[src/rtl/timed_actuator_travel_controller_top_assert.svh]
// Assertion helpers for the travel controller.
`ifndef TIMED_ACTUATOR_TRAVEL_CONTROLLER_TOP_ASSERT_SVH
`define TIMED_ACTUATOR_TRAVEL_CONTROLLER_TOP_ASSERT_SVH

// Condition must hold at every clock edge outside reset.
`define TATC_ASSERT_ALWAYS(label, clk, rst, cond, msg) \
   label: assert property (@(posedge clk) disable iff (rst) (cond)) \
      else $error(msg);

// Same-cycle implication.
`define TATC_ASSERT_IMPLY(label, clk, rst, ante, cons, msg) \
   label: assert property (@(posedge clk) disable iff (rst) (ante) |-> (cons)) \
      else $error(msg);

// Next-cycle implication.
`define TATC_ASSERT_NEXT(label, clk, rst, ante, cons, msg) \
   label: assert property (@(posedge clk) disable iff (rst) (ante) |=> (cons)) \
      else $error(msg);

`endif

[src/rtl/tatc_pkg.sv]
`default_nettype none

package tatc_pkg;

   localparam int TIME_W = 20;
   localparam int CMD_W  = 4;

   localparam logic [TIME_W-1:0] MAX_TRAVEL_RESET = TIME_W'(30000);

   typedef enum logic [CMD_W-1:0] {
      CMD_TICK      = 4'd0,
      CMD_UP_TIMED  = 4'd1,
      CMD_DN_TIMED  = 4'd2,
      CMD_UP_FULL   = 4'd3,
      CMD_DN_FULL   = 4'd4,
      CMD_AUTO      = 4'd5,
      CMD_MAN_UP    = 4'd6,
      CMD_MAN_DN    = 4'd7,
      CMD_STOP      = 4'd8,
      CMD_PRESET    = 4'd9
   } cmd_type;

   typedef struct packed {
      logic [CMD_W-1:0]  command;
      logic [TIME_W-1:0] duration;
      logic [TIME_W-1:0] preset_value;
   } req_type;

   typedef struct packed {
      logic              drive_up;
      logic              drive_down;
      logic              moving;
      logic              latched_out;
      logic              auto_running;
      logic [TIME_W-1:0] position_out;
      logic [TIME_W-1:0] time_left;
   } rsp_type;

   // Controller state.
   typedef struct packed {
      logic [TIME_W-1:0] position;
      logic [TIME_W-1:0] countdown;
      logic              armed;
      logic              active;
      logic              latch;
      logic              cycle;
      logic              up;
      logic              down;
   } state_type;

endpackage

`default_nettype wire

[src/rtl/timed_actuator_travel_controller_top.sv]
`default_nettype none
// rsp_valid rises once a req transaction has passed the input register and then
// the result register. Throughput: one transaction per cycle while rsp_ready
// takes each result; one more is buffered while a result waits.
// csr writes are registered; csr_ready is always high.
// Reset (synchronous, active high): relays off, all flags and position cleared,
// max_travel back to 30000, both pipeline registers empty.

`include "timed_actuator_travel_controller_top_assert.svh"

module timed_actuator_travel_controller_top (
   input  logic                             clock,
   input  logic                             reset,
   input  logic                             req_valid,
   output logic                             req_ready,
   input  tatc_pkg::req_type                req_payload,
   output logic                             rsp_valid,
   input  logic                             rsp_ready,
   output tatc_pkg::rsp_type                rsp_payload,
   input  logic                             csr_valid,
   output logic                             csr_ready,
   input  logic [tatc_pkg::TIME_W-1:0]      csr_data
);

   localparam int TW = tatc_pkg::TIME_W;

   // Pipeline: input register -> next-state logic -> result register.
   logic                  in_valid_ff;
   tatc_pkg::req_type     in_data_ff;
   logic                  rsp_valid_ff;
   tatc_pkg::rsp_type     rsp_data_ff;
   tatc_pkg::rsp_type     rsp_data_in;

   // Controller state and travel range register.
   tatc_pkg::state_type   st_ff;
   tatc_pkg::state_type   st_in;
   logic [TW-1:0]         max_travel_ff;

   tatc_pkg::cmd_type     cmd;
   logic                  advance;

   // ---------------------------------------------------------------------
   // Movement helpers. The start helpers leave the state alone when a move is active.
   // ---------------------------------------------------------------------

   // Timed up run, clamped so the position never passes max_travel.
   function automatic tatc_pkg::state_type up_timed(tatc_pkg::state_type s,
                                                    logic [TW-1:0] ms,
                                                    logic [TW-1:0] m);
      tatc_pkg::state_type r;
      logic [TW:0]         sum;
      logic [TW-1:0]       run;
      r   = s;
      sum = {1'b0, s.position} + {1'b0, ms};
      if (s.position >= m) begin
         run = '0;
      end else if (sum > {1'b0, m}) begin
         run = m - s.position;
      end else begin
         run = ms;
      end
      if (!s.active) begin
         r.down      = 1'b0;
         r.up        = 1'b1;
         r.active    = 1'b1;
         r.position  = s.position + run;
         r.countdown = run;
         r.armed     = 1'b1;
      end
      return r;
   endfunction

   // Timed down run, clamped at closed.
   function automatic tatc_pkg::state_type dn_timed(tatc_pkg::state_type s,
                                                    logic [TW-1:0] ms);
      tatc_pkg::state_type r;
      logic [TW-1:0]       run;
      r   = s;
      run = (ms > s.position) ? s.position : ms;
      if (!s.active) begin
         r.up        = 1'b0;
         r.down      = 1'b1;
         r.active    = 1'b1;
         r.position  = s.position - run;
         r.countdown = run;
         r.armed     = 1'b1;
      end
      return r;
   endfunction

   // End of a movement: release latch, or step the auto cycle.
   function automatic tatc_pkg::state_type finish_run(tatc_pkg::state_type s,
                                                      logic [TW-1:0] m);
      tatc_pkg::state_type r;
      r        = s;
      r.up     = 1'b0;
      r.down   = 1'b0;
      r.active = 1'b0;
      if (r.cycle) begin
         if (r.position == '0) begin
            r.cycle = 1'b0;
            r.latch = 1'b0;
         end else if (r.position >= m) begin
            // top reached: full down (position is nonzero here)
            r.latch = 1'b1;
            r       = dn_timed(r, r.position);
         end
      end else begin
         r.latch = 1'b0;
      end
      return r;
   endfunction

   function automatic tatc_pkg::state_type dn_full(tatc_pkg::state_type s,
                                                   logic [TW-1:0] m);
      tatc_pkg::state_type r;
      r = s;
      if (!s.active) begin
         r.latch = 1'b1;
         if (r.position != '0) begin
            r = dn_timed(r, r.position);
         end else begin
            r = finish_run(r, m);
         end
      end
      return r;
   endfunction

   function automatic tatc_pkg::state_type up_full(tatc_pkg::state_type s,
                                                   logic [TW-1:0] m);
      tatc_pkg::state_type r;
      r = s;
      if (!s.active) begin
         r.latch = 1'b1;
         if (r.position < m) begin
            r = up_timed(r, m - r.position, m);
         end else begin
            r = finish_run(r, m);
         end
      end
      return r;
   endfunction

   // ---------------------------------------------------------------------
   // Handshakes. The input register refills whenever it empties or moves on,
   // so one transaction can sit buffered while a result is stalled.
   // ---------------------------------------------------------------------
   assign advance   = in_valid_ff && (!rsp_valid_ff || rsp_ready);
   assign req_ready = !in_valid_ff || advance;
   assign rsp_valid = rsp_valid_ff;
   assign rsp_payload = rsp_data_ff;
   assign csr_ready = 1'b1;

   // ---------------------------------------------------------------------
   // Next state for the buffered transaction.
   // ---------------------------------------------------------------------
   always_comb begin
      cmd   = tatc_pkg::cmd_type'(in_data_ff.command);
      st_in = st_ff;
      case (cmd)
         tatc_pkg::CMD_TICK: begin
            // one-shot countdown; 0 or 1 expires
            if (st_ff.armed) begin
               if (st_ff.countdown <= TW'(1)) begin
                  st_in.countdown = '0;
                  st_in.armed     = 1'b0;
                  st_in           = finish_run(st_in, max_travel_ff);
               end else begin
                  st_in.countdown = st_ff.countdown - TW'(1);
               end
            end
         end
         tatc_pkg::CMD_UP_TIMED: begin
            st_in = up_timed(st_ff, in_data_ff.duration, max_travel_ff);
         end
         tatc_pkg::CMD_DN_TIMED: begin
            st_in = dn_timed(st_ff, in_data_ff.duration);
         end
         tatc_pkg::CMD_UP_FULL: begin
            st_in = up_full(st_ff, max_travel_ff);
         end
         tatc_pkg::CMD_DN_FULL: begin
            st_in = dn_full(st_ff, max_travel_ff);
         end
         tatc_pkg::CMD_AUTO: begin
            if (!st_ff.active) begin
               st_in.latch = 1'b1;
               st_in.cycle = 1'b1;
               st_in       = up_full(st_in, max_travel_ff);
            end
         end
         tatc_pkg::CMD_MAN_UP: begin
            if (!st_ff.active) begin
               st_in.up     = 1'b1;
               st_in.down   = 1'b0;
               st_in.active = 1'b1;
               st_in.latch  = 1'b0;
            end
         end
         tatc_pkg::CMD_MAN_DN: begin
            if (!st_ff.active) begin
               st_in.up     = 1'b0;
               st_in.down   = 1'b1;
               st_in.active = 1'b1;
               st_in.latch  = 1'b0;
            end
         end
         tatc_pkg::CMD_STOP: begin
            st_in.armed     = 1'b0;
            st_in.countdown = '0;
            st_in.up        = 1'b0;
            st_in.down      = 1'b0;
            st_in.active    = 1'b0;
            st_in.latch     = 1'b0;
            st_in.cycle     = 1'b0;
         end
         tatc_pkg::CMD_PRESET: begin
            st_in.position = (in_data_ff.preset_value > max_travel_ff) ?
                             max_travel_ff : in_data_ff.preset_value;
         end
         default: begin
            st_in = st_ff;   // unused codes
         end
      endcase

      rsp_data_in.drive_up     = st_in.up;
      rsp_data_in.drive_down   = st_in.down;
      rsp_data_in.moving       = st_in.active;
      rsp_data_in.latched_out  = st_in.latch;
      rsp_data_in.auto_running = st_in.cycle;
      rsp_data_in.position_out = st_in.position;
      rsp_data_in.time_left    = st_in.armed ? st_in.countdown : '0;
   end

   // ---------------------------------------------------------------------
   // Control registers.
   // ---------------------------------------------------------------------
   always_ff @(posedge clock) begin
      if (reset) begin
         in_valid_ff   <= 1'b0;
         rsp_valid_ff  <= 1'b0;
         st_ff         <= '0;
         max_travel_ff <= tatc_pkg::MAX_TRAVEL_RESET;
      end else begin
         if (req_ready) begin
            in_valid_ff <= req_valid;
         end
         if (advance) begin
            rsp_valid_ff <= 1'b1;
            st_ff        <= st_in;
         end else if (rsp_ready) begin
            rsp_valid_ff <= 1'b0;
         end
         if (csr_valid) begin
            max_travel_ff <= csr_data;
         end
      end
   end

   // Payload registers, no reset.
   always_ff @(posedge clock) begin
      if (req_valid && req_ready) begin
         in_data_ff <= req_payload;
      end
      if (advance) begin
         rsp_data_ff <= rsp_data_in;
      end
   end

   // ---------------------------------------------------------------------
   // Checks.
   // ---------------------------------------------------------------------
   `TATC_ASSERT_ALWAYS(a_relays_exclusive, clock, reset,
      !(st_ff.up && st_ff.down), "both relays energized")
   `TATC_ASSERT_IMPLY(a_drive_needs_move, clock, reset,
      st_ff.up || st_ff.down, st_ff.active, "relay driven with no active move")
   `TATC_ASSERT_IMPLY(a_timer_needs_move, clock, reset,
      st_ff.armed, st_ff.active, "timer armed with no active move")
   `TATC_ASSERT_NEXT(a_buffer_held, clock, reset,
      in_valid_ff && !advance, in_valid_ff, "buffered transaction dropped")

endmodule

`default_nettype wire

[config.mk]
export PLATFORM = sky130hd
export DESIGN_NAME = timed_actuator_travel_controller_top
export DESIGN_NICKNAME = d
export VERILOG_FILES = /design/src/rtl/tatc_pkg.sv /design/src/rtl/timed_actuator_travel_controller_top.sv
export VERILOG_INCLUDE_DIRS = /design/src /design/src/rtl
export SDC_FILE = /design/constraint.sdc
export NUM_CORES = 1
export LEC_CHECK = 0
export BUFFER_PORTS_ARGS = -buffer_cell sky130_fd_sc_hd__buf_4
export CORE_MARGIN = 2
export CORE_UTILIZATION = 35
export DETAILED_ROUTE_END_ITERATION = 8
export PLACE_DENSITY_LB_ADDON = 0.12
export SLEW_MARGIN = 5
export SYNTH_ARGS = -nofsm -noshare
export SYNTH_HDL_FRONTEND = slang
export SYNTH_SLANG_ARGS = --single-unit
[constraint.sdc]
create_clock -name clock -period 11.6 [get_ports clock]
set_input_delay 1.16 -clock clock [delete_from_list [all_inputs] [get_ports clock]]
set_output_delay 1.16 -clock clock [all_outputs]
set_load 0.05 [all_outputs]
==> results.cfg <==
[floorplan]
die_h_um = 219
start_util = 0.355
core_area_um2 = 45500
dieWidth_um = 219
die-area_um2 = 47800
rows = 78
boundaryPins = 117

[place]
place_ws_ns = 2.64
hpwl_um = 57300
numPortBuffers = 115
gp_congestion = 1.02

[final_layout]
drive_gt1_frac = 0.120
ff_latch_area_um2 = 4040
multiInputGateArea_um2 = 11300
nets = 2323
layout_commonest_cell = nor2_1
mostFrequentLayoutCells = 227 x nor2_1, 200 x a21oi_1, 160 x buf_4
n_fill_cell = 4761
n_antenna_cell = 0
area_delta_synth_final_pct = 12.9

[global_route]
grt_max_degree = 61
antenna_found_initial = 1
grt_overflow = 0
grt_pass1_vias = 16000
grt_pass1_wl_um = 108000
grt.total_usage = 0.312

[yosys]
synthSimpleGateAreaFrac = 0.184
synthMuxAreaShare = 0.0387
synth_xor_area_frac = 0.0499
synthCells = 2040
synth_seq_area_share = 0.250
synth_fa_ha_area_frac = 0.125
ys_ff_latch = 157
synth_compound_area_frac = 0.299
syn_avg_cell_area_um2 = 7.91
synthArstFlopShare = 0
synth_flop_cell = edfxtp_1
synth_top_family_by_area = compound AO/OA/AOI/OAI gates
synth-edff-count = 89
syn_area_um2 = 16100
yosysWarnings = 0
synth_cell_types = 103
synth_nets = 2267

[setup_path]
required_ns = 11.84
path_common_cell = a21oi_1
startpoint_type = flip-flop
slowest_stage = dfxtp_1
critPathLaunch = st_ff[27]
arrival_ns = 9.28
crit_buf_inv = 3
critPathTopFamily = compound AO/OA/AOI/OAI gates
path_class = flip-flop to flip-flop
cpPeakStageDelay_ns = 0.63
end_kind = flip-flop
rr_startpoint = st_ff[27]
crit_fanout = 20

[drt]
first_pass_iters = 7
drt_iter0_drc = 1719
wirelength_um = 74300
ant_nets = 0
vias_per_cell = 6.18
vias = 16800
drcViolationCount = 0
avgRoutedWirePerCell_um = 27.4

[power_and_ir_drop]
p_per_area_nw_per_um2 = 132
cellLeakagePower_nw = 7.43
irDropWorstVdd_v = 0.000111

[sta]
maxSlewViolCount = 0
min_period_ns = 9.04
setup_viol = 0
tns_ns = 0
setup_ws_ns = 2.56
tightest_slew_ns = 1.01
post-route-period-util = 0.779
finalHoldViolations = 0
fin_skew_ns = 0.0198
slew_headroom = 0.329
rsz0062_at_grt = no
max_freq_mhz = 111
hold_ws_ns = 0.510

[cts]
ctsLongestPathBuffers = 2
cts.repair.resized = 0
cts_root_buffer = clkbuf_16
cts_buffers = 17
cts_tree = built
cts_sinks = 157
postCtsSetupRepairBufs = 0
clk_latency_ns = 0.51
clkTransAtPathRegs_ns = 0.07
hold_buffers = 0
htreeDepth = 4

[min_path]
hold_class = flip-flop to flip-flop
hold_start = in_valid_ff

[status]
status = completed

[flow_run]
max_cap_viol_count = 0
-- state kept, by name, summed over array words and instances (netlist names) --
register and cells:
st_ff 46, rsp_payload 45, in_data_ff 40, max_travel_ff 20
cmd 4, in_valid_ff 1, rsp_valid 1
-- layer usage --
metal  vias to the layer above  share of wire  global-route usage
met5                         -        0.00015                   0
met4                         2          0.048               0.148
met3                       147          0.076              0.0578
met2                       777           0.45               0.489
met1                      8115           0.43               0.413
li1                       7711              -                   -
-- metrics by stage --
step | cell area (µm²) | instances | utilization | power [mW]
after floorplan | 16100 | 2040 | - | 1.43
after global placement | 17600 | 2677 | 0.387 | 1.79
after detailed placement | 17600 | 2677 | 0.387 | 1.80
after CTS | 18200 | 2709 | 0.400 | 2.39
after global routing | 18200 | 2709 | 0.400 | 2.52
final | 18200 | 2709 | 0.400 | 2.40
-- worst paths after layout --
path | endpoint | slack, ns | depth (start not counted)
worst max-delay path | rsp_payload[39] | 2.56 | 38
worst max register to register | rsp_payload[39] | 2.56 | 38
worst min register to register | rsp_valid | 0.51 | 2
worst min-delay path | rsp_valid | 0.51 | 2
-- cells in the mapped netlist, drive strengths merged, types with 7 or more instances --
master | number | area, µm²
nor2 | 229 | 862
a21oi | 201 | 1010
ha | 153 | 1910
o21ai | 151 | 759
nand2 | 145 | 544
inv | 98 | 368
clkbuf | 97 | 365
edfxtp | 89 | 2670
dfxtp | 68 | 1360
mux2i | 59 | 591
xnor2 | 55 | 489
nor3 | 48 | 267
a21o | 43 | 324
xor2 | 36 | 315
a211oi | 35 | 273
nand3 | 34 | 170
nand2b | 28 | 175
o211ai | 28 | 210
o22ai | 27 | 175
a31oi | 26 | 178
buf | 26 | 121
o21a | 26 | 196
a221oi | 25 | 238
nand4 | 25 | 156
nor4 | 23 | 165
o31ai | 23 | 188
o21bai | 22 | 165
o221ai | 21 | 184
nor2b | 19 | 126
and2 | 17 | 109
and3 | 15 | 96.3
o211a | 9 | 90.1
or3 | 9 | 57.6
or2 | 8 | 50.1
a22oi | 7 | 52.6
nor3b | 7 | 52.6
-- where the power goes --
group | leakage (nW) | switching, mW | internal [mW]
Combinational | 5.73 | 0.761 | 0.383
Clock | 0.278 | 0.265 | 0.319
Sequential | 1.42 | 0.0430 | 0.628
Total | 7.43 | 1.07 | 1.33
-- worst register-to-register path, delay by kind of cell, from the launching register on --
family	cells	cell delay (ns)
adder cells (fa/ha/maj)	3	1.00
AND/OR/NAND/NOR	9	1.55
multiplexers	1	0.23
buffers and inverters	3	0.65
flip-flops	1	0.63
XOR/XNOR	1	0.17
AO/OA/AOI/OAI	21	4.56
-- final cells by class --
cell class / instances / area share
clock buffers: 17 / 0.0234
multi-input cells: 1661 / 0.618
well taps: 600 / 0.0412
inverters: 99 / 0.0205
clock inverters: 15 / 0.00900
flip-flops and latches: 157 / 0.222
repair buffers: 160 / 0.0660
-- kinds of logic after synthesis --
family | Yosys count
xor gates and xnor gates | 91
buffers and inverters | 222
AOI/OAI and AO/OA | 726
adders and majority gates | 158
DFF | 157
and+or+nand+nor | 623
muxes | 62
other | 1
No activity file was read; power rests on OpenSTA's default activity.
